<file path="src/rtl/core/assert_macros.svh">
// Assertion macros shared by the RTL that checks itself.
// No dependencies; pulled in with an include by the top level.
`ifndef ASSERT_MACROS_SVH
`define ASSERT_MACROS_SVH

// Check a property on every rising edge outside reset.
`define ASSERT_CLKD(lbl, clk, rst_n, prop, msg) \
    lbl: assert property (@(posedge clk) disable iff (!rst_n) (prop)) else $error(msg);

// Check that one condition implies another on every rising edge outside reset.
`define ASSERT_IMPL(lbl, clk, rst_n, cond, prop, msg) \
    lbl: assert property (@(posedge clk) disable iff (!rst_n) (cond) |-> (prop)) \
        else $error(msg);

`endif

</file>
<file path="src/rtl/core/ps2s2a_if_top_note.sv">
// Holds no logic of its own; the channel interfaces live in ps2s2a_if.sv.
// No dependencies.
`default_nettype none
`default_nettype wire

</file>
<file path="src/rtl/core/ps2s2a_pkg.sv">
// Shared types, scan code constants and key lookup tables for the PS/2 translator.
// No dependencies; imported by every module of the block.
`default_nettype none

package ps2s2a_pkg;

    // Scan code set 2 codes with special handling
    localparam logic [7:0] CODE_BREAK  = 8'hF0;
    localparam logic [7:0] CODE_CAPS   = 8'h58;
    localparam logic [7:0] CODE_NUM    = 8'h77;
    localparam logic [7:0] CODE_LSHIFT = 8'h12;
    localparam logic [7:0] CODE_RSHIFT = 8'h59;
    localparam logic [7:0] CODE_BKSP   = 8'h66;

    // First keypad code that depends on num lock
    localparam logic [6:0] KEYPAD_FIRST = 7'h69;

    // Lower-case letter range and the distance to upper case
    localparam logic [7:0] CHAR_LOWER_A = 8'h61;
    localparam logic [7:0] CHAR_LOWER_Z = 8'h7A;
    localparam logic [7:0] CASE_DIFF    = 8'd32;

    // Result kinds
    localparam logic KIND_ASCII = 1'b0;
    localparam logic KIND_RAW   = 1'b1;

    // Default depth of the queue between front and back
    localparam int QUEUE_DEPTH_DEF = 2;

    // Request handed from front to back, with the flags seen at accept time
    typedef struct packed {
        logic       is_bksp;
        logic [6:0] code;
        logic       shift;
        logic       caps;
        logic       num;
    } t_req;

    // Queue status seen by both sides
    typedef struct packed {
        logic not_empty;
        logic full;
    } t_q_stat;

    // Unshifted character of each code below 0x80; zero marks an unmapped key
    localparam logic [7:0] KEY_ROM [128] = '{
        8'h00, 8'h00, 8'h00, 8'h00, 8'h00, 8'h00, 8'h00, 8'h00,
        8'h00, 8'h00, 8'h00, 8'h00, 8'h00, 8'h00, 8'h00, 8'h00,
        8'h00, 8'h00, 8'h00, 8'h00, 8'h00, 8'h71, 8'h31, 8'h00,
        8'h00, 8'h00, 8'h7A, 8'h73, 8'h61, 8'h77, 8'h32, 8'h00,
        8'h00, 8'h63, 8'h78, 8'h64, 8'h65, 8'h34, 8'h33, 8'h00,
        8'h00, 8'h20, 8'h76, 8'h66, 8'h74, 8'h72, 8'h35, 8'h00,
        8'h00, 8'h6E, 8'h62, 8'h68, 8'h67, 8'h79, 8'h36, 8'h00,
        8'h00, 8'h00, 8'h6D, 8'h6A, 8'h75, 8'h37, 8'h38, 8'h00,
        8'h00, 8'h2C, 8'h6B, 8'h69, 8'h6F, 8'h30, 8'h39, 8'h00,
        8'h00, 8'h2E, 8'h2F, 8'h6C, 8'h3B, 8'h70, 8'h2D, 8'h00,
        8'h00, 8'h00, 8'h27, 8'h00, 8'h5B, 8'h3D, 8'h00, 8'h00,
        8'h00, 8'h00, 8'h0A, 8'h5D, 8'h00, 8'h5C, 8'h00, 8'h00,
        8'h00, 8'h00, 8'h00, 8'h00, 8'h00, 8'h00, 8'h08, 8'h00,
        8'h00, 8'h31, 8'h00, 8'h34, 8'h37, 8'h00, 8'h00, 8'h00,
        8'h30, 8'h2E, 8'h32, 8'h35, 8'h36, 8'h38, 8'h1B, 8'h00,
        8'h00, 8'h2B, 8'h33, 8'h2D, 8'h2A, 8'h39, 8'h00, 8'h00
    };

    // Shifted form of a non-letter character; zero when it has none
    function automatic logic [7:0] shift_form(input logic [7:0] ch);
        logic [7:0] res;
        case (ch)
            8'h27:   res = 8'h22;
            8'h2C:   res = 8'h3C;
            8'h2D:   res = 8'h5F;
            8'h2E:   res = 8'h3E;
            8'h2F:   res = 8'h3F;
            8'h30:   res = 8'h29;
            8'h31:   res = 8'h21;
            8'h32:   res = 8'h40;
            8'h33:   res = 8'h23;
            8'h34:   res = 8'h24;
            8'h35:   res = 8'h25;
            8'h36:   res = 8'h5E;
            8'h37:   res = 8'h26;
            8'h38:   res = 8'h2A;
            8'h39:   res = 8'h28;
            8'h3B:   res = 8'h3A;
            8'h3D:   res = 8'h2B;
            8'h5B:   res = 8'h7B;
            8'h5C:   res = 8'h7C;
            8'h5D:   res = 8'h7D;
            default: res = 8'h00;
        endcase
        return res;
    endfunction

    // Character for a key release; zero means nothing is emitted
    function automatic logic [7:0] translate(input t_req r);
        logic [7:0] ch;
        logic [7:0] res;
        ch  = KEY_ROM[r.code];
        res = ch;
        if (ch >= CHAR_LOWER_A && ch <= CHAR_LOWER_Z) begin
            if (r.caps ^ r.shift) begin
                res = ch - CASE_DIFF;
            end
        end else if (r.shift) begin
            res = shift_form(ch);
        end
        if (r.code >= KEYPAD_FIRST && !r.num) begin
            res = 8'h00;
        end
        return res;
    endfunction

endpackage

`default_nettype wire

</file>
<file path="src/rtl/core/ps2s2a_if.sv">
// Valid/ready channel interfaces: scan bytes in, translated keys out.
// No dependencies.
`default_nettype none

interface ps2s2a_scan_if;
    logic       valid;
    logic       ready;
    logic [7:0] scan_byte;

    modport source (output valid, output scan_byte, input ready);
    modport sink   (input valid, input scan_byte, output ready);
endinterface

interface ps2s2a_key_if;
    logic       valid;
    logic       ready;
    logic       key_kind;
    logic [7:0] key_value;

    modport source (output valid, output key_kind, output key_value, input ready);
    modport sink   (input valid, input key_kind, input key_value, output ready);
endinterface

`default_nettype wire

</file>
<file path="src/rtl/core/ps2s2a_front.sv">
// Front end: accepts scan bytes, tracks break/shift/lock flags, queues requests.
// Depends on ps2s2a_pkg and the scan channel interface.
`default_nettype none

module ps2s2a_front import ps2s2a_pkg::*; (
    input  wire          i_clk,
    input  wire          i_rst_n,
    ps2s2a_scan_if.sink  i_scan,
    input  t_q_stat      i_q_stat,
    output logic         o_push,
    output t_req         o_push_req
);

    logic r_break_pending, n_break_pending;
    logic r_shift_held,    n_shift_held;
    logic r_caps_lock_on,  n_caps_lock_on;
    logic r_num_lock_on,   n_num_lock_on;

    logic       w_accept;
    logic [7:0] w_byte;
    logic       w_is_lock;
    logic       w_is_shift;

    assign i_scan.ready = !i_q_stat.full;
    assign w_accept     = i_scan.valid && i_scan.ready;
    assign w_byte       = i_scan.scan_byte;
    assign w_is_lock    = (w_byte == CODE_CAPS) || (w_byte == CODE_NUM);
    assign w_is_shift   = (w_byte == CODE_LSHIFT) || (w_byte == CODE_RSHIFT);

    // Update flags for the accepted byte
    always_comb begin
        n_break_pending = r_break_pending;
        n_shift_held    = r_shift_held;
        n_caps_lock_on  = r_caps_lock_on;
        n_num_lock_on   = r_num_lock_on;
        if (w_accept) begin
            if (w_byte == CODE_BREAK) begin
                n_break_pending = 1'b1;
            end else begin
                n_break_pending = 1'b0;
                if (w_byte == CODE_CAPS && !r_break_pending) begin
                    n_caps_lock_on = !r_caps_lock_on;
                end
                if (w_byte == CODE_NUM && !r_break_pending) begin
                    n_num_lock_on = !r_num_lock_on;
                end
                if (w_is_shift) begin
                    n_shift_held = !r_break_pending;
                end
            end
        end
    end

    // Queue a request for backspace make or an ordinary key release
    always_comb begin
        o_push_req.is_bksp = (w_byte == CODE_BKSP);
        o_push_req.code    = w_byte[6:0];
        o_push_req.shift   = r_shift_held;
        o_push_req.caps    = r_caps_lock_on;
        o_push_req.num     = r_num_lock_on;
        o_push = 1'b0;
        if (w_accept) begin
            if (w_byte == CODE_BKSP) begin
                o_push = !r_break_pending;
            end else if (!w_byte[7] && !w_is_lock && !w_is_shift) begin
                o_push = r_break_pending;
            end
        end
    end

    always_ff @(posedge i_clk) begin
        if (!i_rst_n) begin
            r_break_pending <= 1'b0;
            r_shift_held    <= 1'b0;
            r_caps_lock_on  <= 1'b0;
            r_num_lock_on   <= 1'b0;
        end else begin
            r_break_pending <= n_break_pending;
            r_shift_held    <= n_shift_held;
            r_caps_lock_on  <= n_caps_lock_on;
            r_num_lock_on   <= n_num_lock_on;
        end
    end

endmodule

`default_nettype wire

</file>
<file path="src/rtl/core/ps2s2a_fifo.sv">
// Short request queue between front end and back end.
// Depends on ps2s2a_pkg for the request and status types.
`default_nettype none

module ps2s2a_fifo import ps2s2a_pkg::*; #(
    parameter int DEPTH = QUEUE_DEPTH_DEF
) (
    input  wire      i_clk,
    input  wire      i_rst_n,
    input  wire      i_push,
    input  t_req     i_push_req,
    input  wire      i_pop,
    output t_req     o_head,
    output t_q_stat  o_stat
);

    localparam int PTR_W = (DEPTH > 1) ? $clog2(DEPTH) : 1;
    localparam int CNT_W = $clog2(DEPTH + 1);

    t_req             r_mem [DEPTH];
    logic [PTR_W-1:0] r_wr_ptr, n_wr_ptr;
    logic [PTR_W-1:0] r_rd_ptr, n_rd_ptr;
    logic [CNT_W-1:0] r_count,  n_count;

    assign o_head          = r_mem[r_rd_ptr];
    assign o_stat.not_empty = (r_count != '0);
    assign o_stat.full      = (r_count == CNT_W'(DEPTH));

    // Advance pointers and count
    always_comb begin
        n_wr_ptr = r_wr_ptr;
        n_rd_ptr = r_rd_ptr;
        n_count  = r_count;
        if (i_push) begin
            n_wr_ptr = (r_wr_ptr == PTR_W'(DEPTH - 1)) ? '0 : r_wr_ptr + 1'b1;
        end
        if (i_pop) begin
            n_rd_ptr = (r_rd_ptr == PTR_W'(DEPTH - 1)) ? '0 : r_rd_ptr + 1'b1;
        end
        if (i_push && !i_pop) begin
            n_count = r_count + 1'b1;
        end else if (!i_push && i_pop) begin
            n_count = r_count - 1'b1;
        end
    end

    always_ff @(posedge i_clk) begin
        if (!i_rst_n) begin
            r_wr_ptr <= '0;
            r_rd_ptr <= '0;
            r_count  <= '0;
        end else begin
            r_wr_ptr <= n_wr_ptr;
            r_rd_ptr <= n_rd_ptr;
            r_count  <= n_count;
        end
    end

    // Store the pushed request
    always_ff @(posedge i_clk) begin
        if (i_push) begin
            r_mem[r_wr_ptr] <= i_push_req;
        end
    end

endmodule

`default_nettype wire

</file>
<file path="src/rtl/core/ps2s2a_back.sv">
// Back end: looks up queued requests in the key ROMs and drives the output register.
// Depends on ps2s2a_pkg and the key channel interface.
`default_nettype none

module ps2s2a_back import ps2s2a_pkg::*; (
    input  wire           i_clk,
    input  wire           i_rst_n,
    input  t_req          i_head,
    input  t_q_stat       i_q_stat,
    output logic          o_pop,
    ps2s2a_key_if.source  o_key
);

    logic       r_valid, n_valid;
    logic       r_kind;
    logic [7:0] r_value;

    logic [7:0] w_char;
    logic       w_emit;

    assign w_char = translate(i_head);
    assign w_emit = i_head.is_bksp || (w_char != 8'h00);

    // Take the head whenever the output register is free or being drained
    assign o_pop = i_q_stat.not_empty && (!r_valid || o_key.ready);

    always_comb begin
        n_valid = r_valid;
        if (o_pop) begin
            n_valid = w_emit;
        end else if (o_key.ready) begin
            n_valid = 1'b0;
        end
    end

    always_ff @(posedge i_clk) begin
        if (!i_rst_n) begin
            r_valid <= 1'b0;
        end else begin
            r_valid <= n_valid;
        end
    end

    // Load the result; drop requests with no character
    always_ff @(posedge i_clk) begin
        if (o_pop && w_emit) begin
            r_kind  <= i_head.is_bksp ? KIND_RAW : KIND_ASCII;
            r_value <= i_head.is_bksp ? CODE_BKSP : w_char;
        end
    end

    assign o_key.valid     = r_valid;
    assign o_key.key_kind  = r_kind;
    assign o_key.key_value = r_value;

endmodule

`default_nettype wire

</file>
<file path="src/rtl/core/ps2_scancode_to_ascii.sv">
// PS/2 scan code set 2 to ASCII translator.
//
// Input channel i_scan takes one keyboard byte per request (valid/ready).
// Output channel o_key gives at most one result per request: key_kind 0 is an
// ASCII character emitted on key release, key_kind 1 is the raw backspace code
// 0x66 emitted on key press. Break prefixes, shift and lock keys, high bytes
// and keys without a character give no result.
//
// Throughput: one byte per cycle while the queue is not full. The front end
// updates the break, shift and lock flags in the cycle a byte is accepted and,
// if the byte makes a request, pushes it into a QUEUE_DEPTH-entry queue; the
// back end does the ROM lookup and loads the output register. A result passes
// the queue write, then the output register load, before it can be taken.
// When o_key stalls, the output register holds, the queue fills, and i_scan
// ready drops once the queue is full; no result is lost.
// Reset (i_rst_n low, synchronous) clears all flags, empties the queue and
// drops any pending result. No clearing pass is needed.
`default_nettype none
`include "assert_macros.svh"

module ps2_scancode_to_ascii import ps2s2a_pkg::*; #(
    parameter int QUEUE_DEPTH = QUEUE_DEPTH_DEF
) (
    input  wire           i_clk,
    input  wire           i_rst_n,
    ps2s2a_scan_if.sink   i_scan,
    ps2s2a_key_if.source  o_key
);

    logic    w_push;
    t_req    w_push_req;
    logic    w_pop;
    t_req    w_head;
    t_q_stat w_q_stat;

    ps2s2a_front u_front (
        .i_clk      (i_clk),
        .i_rst_n    (i_rst_n),
        .i_scan     (i_scan),
        .i_q_stat   (w_q_stat),
        .o_push     (w_push),
        .o_push_req (w_push_req)
    );

    ps2s2a_fifo #(
        .DEPTH (QUEUE_DEPTH)
    ) u_fifo (
        .i_clk      (i_clk),
        .i_rst_n    (i_rst_n),
        .i_push     (w_push),
        .i_push_req (w_push_req),
        .i_pop      (w_pop),
        .o_head     (w_head),
        .o_stat     (w_q_stat)
    );

    ps2s2a_back u_back (
        .i_clk    (i_clk),
        .i_rst_n  (i_rst_n),
        .i_head   (w_head),
        .i_q_stat (w_q_stat),
        .o_pop    (w_pop),
        .o_key    (o_key)
    );

    // Break prefix never queues a request
    `ASSERT_IMPL(a_break_no_push, i_clk, i_rst_n,
        i_scan.valid && i_scan.ready && i_scan.scan_byte == CODE_BREAK, !w_push,
        "break prefix queued a request")
    // Raw results only carry the backspace code
    `ASSERT_IMPL(a_raw_is_bksp, i_clk, i_rst_n,
        o_key.valid && o_key.key_kind == KIND_RAW, o_key.key_value == CODE_BKSP,
        "raw result is not backspace")
    // ASCII results are never the empty character
    `ASSERT_IMPL(a_ascii_nonzero, i_clk, i_rst_n,
        o_key.valid && o_key.key_kind == KIND_ASCII, o_key.key_value != 8'h00,
        "empty ASCII result emitted")
    // Full queue blocks input and never sees a push
    `ASSERT_CLKD(a_full_blocks, i_clk, i_rst_n,
        !w_q_stat.full || (!i_scan.ready && !w_push),
        "queue full but input still open")

endmodule

`default_nettype wire

</file>
<file path="src/flat_wrapper.sv">
// flat-port wrapper written by rule: the top's interface ports become plain ports
module ps2_scancode_to_ascii_flat import ps2s2a_pkg::*;
#(
    parameter int QUEUE_DEPTH = QUEUE_DEPTH_DEF
)
  (i_clk, i_rst_n, i_scan_valid, i_scan_scan_byte, i_scan_ready, o_key_valid, o_key_key_kind, o_key_key_value, o_key_ready);
  ps2s2a_scan_if i_scan_i ();
  ps2s2a_key_if o_key_i ();
  input  wire i_clk;
  input  wire i_rst_n;
  input wire logic [$bits(i_scan_i.valid)-1:0] i_scan_valid;
  input wire logic [$bits(i_scan_i.scan_byte)-1:0] i_scan_scan_byte;
  output wire logic [$bits(i_scan_i.ready)-1:0] i_scan_ready;
  output wire logic [$bits(o_key_i.valid)-1:0] o_key_valid;
  output wire logic [$bits(o_key_i.key_kind)-1:0] o_key_key_kind;
  output wire logic [$bits(o_key_i.key_value)-1:0] o_key_key_value;
  input wire logic [$bits(o_key_i.ready)-1:0] o_key_ready;
  assign i_scan_i.valid = i_scan_valid;
  assign i_scan_i.scan_byte = i_scan_scan_byte;
  assign i_scan_ready = i_scan_i.ready;
  assign o_key_valid = o_key_i.valid;
  assign o_key_key_kind = o_key_i.key_kind;
  assign o_key_key_value = o_key_i.key_value;
  assign o_key_i.ready = o_key_ready;
  ps2_scancode_to_ascii #(.QUEUE_DEPTH(QUEUE_DEPTH)) u_core (.i_clk(i_clk), .i_rst_n(i_rst_n), .i_scan(i_scan_i), .o_key(o_key_i));
endmodule
</file>
<file path="config.mk">
export PLATFORM = sky130hd
export DESIGN_NAME = ps2_scancode_to_ascii_flat
export DESIGN_NICKNAME = d
export VERILOG_FILES = /design/src/rtl/core/ps2s2a_if_top_note.sv /design/src/rtl/core/ps2s2a_pkg.sv /design/src/rtl/core/ps2s2a_if.sv /design/src/rtl/core/ps2s2a_front.sv /design/src/rtl/core/ps2s2a_fifo.sv /design/src/rtl/core/ps2s2a_back.sv /design/src/rtl/core/ps2_scancode_to_ascii.sv /design/src/flat_wrapper.sv
export VERILOG_INCLUDE_DIRS = /design/src /design/src/rtl/core
export SDC_FILE = /design/constraint.sdc
export NUM_CORES = 1
export LEC_CHECK = 0
export ABC_AREA = 1
export BUFFER_PORTS_ARGS = -buffer_cell sky130_fd_sc_hd__buf_2
export CORE_MARGIN = 8
export CORE_UTILIZATION = 62
export CTS_CLUSTER_DIAMETER = 80
export DETAILED_ROUTE_END_ITERATION = 6
export PLACE_DENSITY = 0.82
export SYNTH_ARGS = -nofsm -noshare
export SYNTH_HDL_FRONTEND = slang
export SYNTH_SLANG_ARGS = --single-unit
</file>
<file path="constraint.sdc">
create_clock -name i_clk -period 3.7 [get_ports i_clk]
set_input_delay 0.74 -clock i_clk [delete_from_list [all_inputs] [get_ports i_clk]]
set_output_delay 0.74 -clock i_clk [all_outputs]
set_load 0.05 [all_outputs]
</file>
* Word level (Yosys, flattened, before mapping)
Memories as Yosys holds them, arrays and structs flattened. A register that Yosys moved wholly into a read port is not among the register bits.
Cells that the tools add are included.
** Word-level totals
- Memory bits (writable) :: 22
- Output and inout bits :: 11
- Flip-flop bits (word level) :: 18
- Memories :: 2
- Word-level logic and storage cells :: 106
- Input port bits :: 12
- ROM bits :: 1024
** Memories
- (name not given) :: depth 128, bits a word 8, rd ports 1, clocked after Yosys merged registers in 0, write ports 0, line ps2s2a_pkg.sv:98 : ch = KEY_ROM[r.code];
- u_core.u_fifo.r_mem :: depth 2, bits a word 11, rd ports 1, clocked after Yosys merged registers in 1, write ports 1, line ps2s2a_fifo.sv:20 : t_req r_mem [DEPTH];
** Cells by class
- Order comparisons :: 4
- Equal/unequal tests :: 27
- Add/sub/neg operators :: 5
- Bitwise operators :: 3
- Reductions and logical operators :: 33
- Multiplexer cells :: 22
** Operators with widths (count)
- 7-bit one-hot mux with 20 select lines :: 1
- 8-bit by 6-bit equality test with 1-bit output, second input constant :: 17
- 8-bit by 7-bit equality test with 1-bit output, second input constant :: 7
- 8-bit two-way mux :: 6
- 1-bit two-way mux :: 13
- 1-bit logical AND :: 11
- 1-bit logical NOT :: 11
- 3-bit AND reduction :: 3
- 8-bit by 5-bit equality test with 1-bit output, second input constant :: 1
- 8-bit equality test, second input constant :: 1
- 8-bit by 7-bit greater-or-equal comparator with 1-bit output, second input constant :: 1
- 8-bit greater-or-equal comparator, second input constant :: 1
- 8-bit by 7-bit less-or-equal comparator with 1-bit output, second input constant :: 1
- 7-bit NOT with 8-bit output :: 1
- 8-bit nonzero test :: 1
- 8-bit by 6-bit subtractor with 8-bit output, second input constant :: 1
- 7-bit greater-or-equal comparator, second input constant :: 1
- 2-bit nonzero test :: 3
- 1-bit logical OR :: 4
- 2-bit two-way mux :: 2
- 1-bit adder, second input constant :: 2
- 2-bit by 1-bit adder with 2-bit output, second input constant :: 1
- 2-bit equality test, second input constant :: 1
- 2-bit by 1-bit subtractor with 2-bit output, second input constant :: 1
- 2 further kinds :: 2

* Depth between registers and ports, before layout
- Depth after elaboration :: 12
- Mapped depth :: 30
- Depth with buffers taken out :: 28

* Modules after synthesis
Synthesis repeated with hierarchy kept, for this count alone.
** Second synthesis, totals
- Cells, all modules :: 600
- Area total of the unflattened synthesis :: 3943.8 um^2
** Modules (own cells, without submodules)
- ps2s2a_back :: area each 2384.8 um^2, seq. area each 290.3 um^2, cells an instance 438, instances 1
- ps2s2a_fifo :: area each 1061.0 um^2, seq. area each 760.7 um^2, cells an instance 69, instances 1
- ps2s2a_front :: area each 498.0 um^2, seq. area each 80.1 um^2, cells an instance 93, instances 1

* Worst setup path before layout
Ideal clock, no wire load.
- Kind :: register -> register
- Start point :: register with a tool-made name
- End point :: register u_core.u_back.r_kind (netlist: u_core.u_back.o_key.key_kind), enable pin
- Library setup time :: 329 ps
- Buffers on the path :: 2
- Data required time :: 3371 ps
- Clock period less this slack :: 3226 ps
- Stages on the path, launching flop included :: 29
- Arrival time :: 2897 ps
- Slack :: 474 ps
- Path through :: dfxtp_1 -> buf_6 -> inv_6 -> buf_6 -> nand2_1 -> nand2_1 -> ha_1 -> nand3b_1 -> nand2_1 -> nand3_1 -> nand2_1 -> nand2_1 -> nand2_1 -> inv_1 -> nand2_2 -> nand2_1 -> nor2_1 -> nand2_1 -> nand2_1 -> nor2_1 -> nand2_1 -> nand2_1 -> nand2_1 -> nand2_1 -> nand2_1 -> nor2_1 -> nand3_1 -> nand2_1 -> inv_1
** RTL lines
- end signal: assignment :: line ps2s2a_back.sv:47 : r_kind <= i_head.is_bksp ? KIND_RAW : KIND_ASCII;
- end: declaration :: line ps2s2a_back.sv:15 : logic r_kind;

==> results by group <==
Drt
  • Vias/cell: 5.611
  • Total Routed Length: roughly 10 mm
  • Iter 0 DRT Violations: between 300 and 400
  • Routed Antenna Nets: 0
  • Vias: around 3.9k
  • TritonRoute pass-1 iters: 5
  • Routed length per instance: roughly 14 um
  • DR DRC count: 0

Place
  • Gpl congestion: 1.063
  • Placed Cells: 684
  • Port Buffers: 22
  • Pre-CTS setup slack: -0.02422 ns
  • HPWL after detailed placement: 7.593 mm

Synthesis
  • Post-synth ARST share: 0%
  • Register area share after synthesis: between 30% and 40%
  • Post-synth EDFFs: 31
  • Mux contribution to synthesized area: less than 1%
  • Synthesized instance count: 586
  • Simple-Gate Fraction of Synth Area: between 40 and 50%
  • Count of different cell masters after synthesis: 36
  • Net Count, Synth: between 600 and 700
  • Compound-gate portion of the synthesized area: under 10%
  • Syn. warnings: 0
  • Mapped Area: between 3000 and 4000 sq um
  • Syn_area_per_cell: 6.425 sq um
  • Synth Register Bits: slightly above 40
  • Xor/xnor share of the synthesized area: less than 1%
  • Largest family of logic cells by synthesized area: simple AND/OR/NAND/NOR gates
  • Adder-cell share of the synthesized area: 4.320%
  • Most used flip-flop cell after synthesis: edfxtp_1

STA
  • Fin. max-slew vios: 0
  • Fin crit share: approximately 91%
  • Min cycle time layout: roughly 3.4 ns
  • Layout Skew: ~0.011 ns
  • Minimum setup slack in the final design: approximately 0.32 ns
  • Fmax: approximately 300 MHz
  • Max_slew headroom: 57.66%
  • Slew of the pin with the lowest slew margin: around 0.63 ns
  • Final Hold Vio Count: 0
  • Final setup fails: 0

Critical path
  • Worst EP required: 3.74 ns
  • CP arrival: approximately 3.4 ns
  • CP startpoint kind: register
  • Worst Path Class, Setup: reg -> reg
  • Critical path peak fanout: 14
  • Crit. End Element: register

Global route
  • GR Overflow Total: 0
  • First-pass GRT wire length: about 17 mm
  • Initial antenna violation count: 0
  • Largest net degree at the start of global routing: 18
  • GR Util All Layers: around 23%
  • Vias in the first global route: around 3.8k

Floorplan
  • Die area: between 8000 and 9000 sq um
  • # rows: 28
  • Initial cell density of the core: between 60% and 70%
  • Core Box Area: slightly below 6000 sq um
  • Die Y-Extent: around 94 um
  • Io pins: 23
  • Die W: 93.93 um

CTS
  • Total CTS buffers: 5
  • Clock tree sinks: a little over 40
  • H-tree levels: 2
  • Hold_buf cts: 0
  • Root Driver: clkbuf_8
  • Clock latency on the worst-skew pair: roughly 0.29 ns
  • Reg clk slew, reported paths: roughly 0.080 ns
  • CTS tree: yes
  • Max Root-Sink Buffers: 2

Power
  • Peak VDD IR: 507.6 uV
  • Pwr dens: between 700 and 800 nW/um^2
  • Leakage power: ~2.1 nW

Finish
  • Final layout net count: approximately 650
  • Final non-filler cell total: 700
  • Layout cells sized above 1: a little under a fifth
  • Area Overhead vs Synth: 12.06%
  • Antenna diode count: 0

Status
  • Status: complete, no violations

Worst hold path
  • Worst Hold Class: reg -> reg

Run
  • Max Cap Viol: 0
-- per-stage QoR --
| stage | hold slack [ns] | area (sq um) | power, mW | utilization, % | TNS (ns) |
|---|---|---|---|---|---|
| final | 0.4590 | 4219 | 3.290 | 71.68 | 0 |
| after global routing | 0.4767 | 4219 | 3.569 | 71.68 | -0.008239 |
| after CTS | 0.4626 | 4059 | 3.128 | 68.96 | 0 |
| after detailed placement | 0.4417 | 3954 | 2.802 | 67.18 | -0.2174 |
| after global placement | 0.4334 | 3954 | 2.777 | 67.18 | 0 |
| after floorplan | 0.4255 | 3765 | 2.365 | - | 0 |
-- metal layers --
| metal | up-vias | GRT usage [%] | routed length [um] |
|---|---|---|---|
| li1 | 1969 | - | - |
| met1 | 1721 | 28.13 | 4203 |
| met2 | 203 | 38.10 | 4666 |
| met3 | 35 | 5.276 | 836 |
| met4 | 0 | 9.379 | 320 |
| met5 | - | 0 | 0 |
-- what timing repair did --
action	4_1_cts	5_1_grt
cloned	0	2
pin swaps	0	1
endpoints found under the setup margin	9	10
setup buffers	0	6
gates resized for setup	1	26
-- layout make-up --
type                            instances  area [sq um]
Tap cell                               75         93.84
Fill cell                             512          1667
Clock inverter                          1         8.758
Clock buffer                            7         96.34
Sequential cell                        41          1135
Timing Repair Buffer                   38         234.0
Multi-Input combinational cell        466          2370
Timing Repair inverter                  1         7.507
Inverter                               71         274.0
-- worst max-delay path, stage by stage, from the launching register on --
cell and delay, ns:
dfxtp_4 0.38, buf_6 0.15, nand2_1 0.19, nand2_4 0.13, ha_1 0.29, inv_1 0.05, o21ai_0 0.16, nor2_1 0.06
nor2_1 0.09, nand2_1 0.08, nand2_2 0.13, inv_1 0.09, nand3_1 0.19, inv_2 0.07, nand2_1 0.11, nand3_1 0.10
nor2_1 0.13, nand3_1 0.09, nand2_1 0.08, nand2_1 0.07, a21oi_1 0.13, nand3_1 0.09, nand2_2 0.13, clkinvlp_4 0.15
-- where the power goes --
part | internal [mW] | leakage [nW] | switching [mW]
Sequential | 0.604 | 0.369 | 0.0326
Clock | 0.172 | 0.0549 | 0.152
Combinational | 0.682 | 1.70 | 1.65
-- kinds of logic after synthesis --
| family | count (synthesis) |
|---|---|
| compound gates | 57 |
| mux | 1 |
| buf+inv | 80 |
| xor+xnor | 2 |
| simple gates | 392 |
| flops | 41 |
| fa+ha+maj | 13 |
-- final timing paths --
check                                    start                                to  slack [ns]  depth (start not counted)
hold / removal    u_core.u_front.r_num_lock_on         u_core.u_fifo.r_mem[0][0]        0.46                          0
hold reg to reg   u_core.u_front.r_num_lock_on         u_core.u_fifo.r_mem[0][0]        0.46                          0
setup / recovery                      register  u_core.u_back.o_key.key_value[4]        0.32                         23
setup reg to reg                      register  u_core.u_back.o_key.key_value[4]        0.32                         23
-- cell usage after synthesis (7+ instances only) --
cell type / instances / share of area, %
dfxtp_1: 10 / 5.3
nor2_2: 8 / 1.3
nand3_1: 63 / 8.4
nor2_1: 61 / 6.1
a21oi_1: 23 / 3.1
nor3_1: 7 / 0.93
nand2_1: 206 / 21
nand2_2: 21 / 3.5
nand2_4: 7 / 2.1
ha_1: 13 / 4.3
o21ai_0: 20 / 2.7
edfxtp_1: 31 / 25
inv_1: 67 / 6.7
-- state kept, by name (all words and copies together) (netlist names), named ones only --
register                        cells
u_core.u_fifo.r_count               2
u_core.u_back.o_key.key_value       8
u_core.u_fifo.r_wr_ptr              1
u_core.u_front.r_shift_held         1
u_core.u_back.o_key.key_kind        1
u_core.u_front.r_break_pending      1
u_core.u_fifo.r_mem                22
u_core.u_front.r_caps_lock_on       1
u_core.u_back.o_key.valid           1
u_core.u_front.r_num_lock_on        1
u_core.u_fifo.r_rd_ptr              1
-- layout by cell type (no fill, tap or decap), types with 2 or more instances in the layout --
master	count
buf_4	15
nand3_1	61
nand3_2	5
o21ai_0	20
edfxtp_1	31
a21oi_1	23
or2_2	2
nor2_1	61
buf_2	22
clkbuf_8	7
inv_6	2
nor2_4	4
dfxtp_1	9
nand3b_1	3
ha_1	9
nand2_1	198
o21ai_1	2
ha_2	3
inv_1	66
nor3_1	7
nor4_1	2
o21ai_2	2
nand2_4	11
nand4_1	6
nor2_2	6
inv_2	3
a21oi_2	3
nand2_2	26
Power figures use the tool's default switching activity.
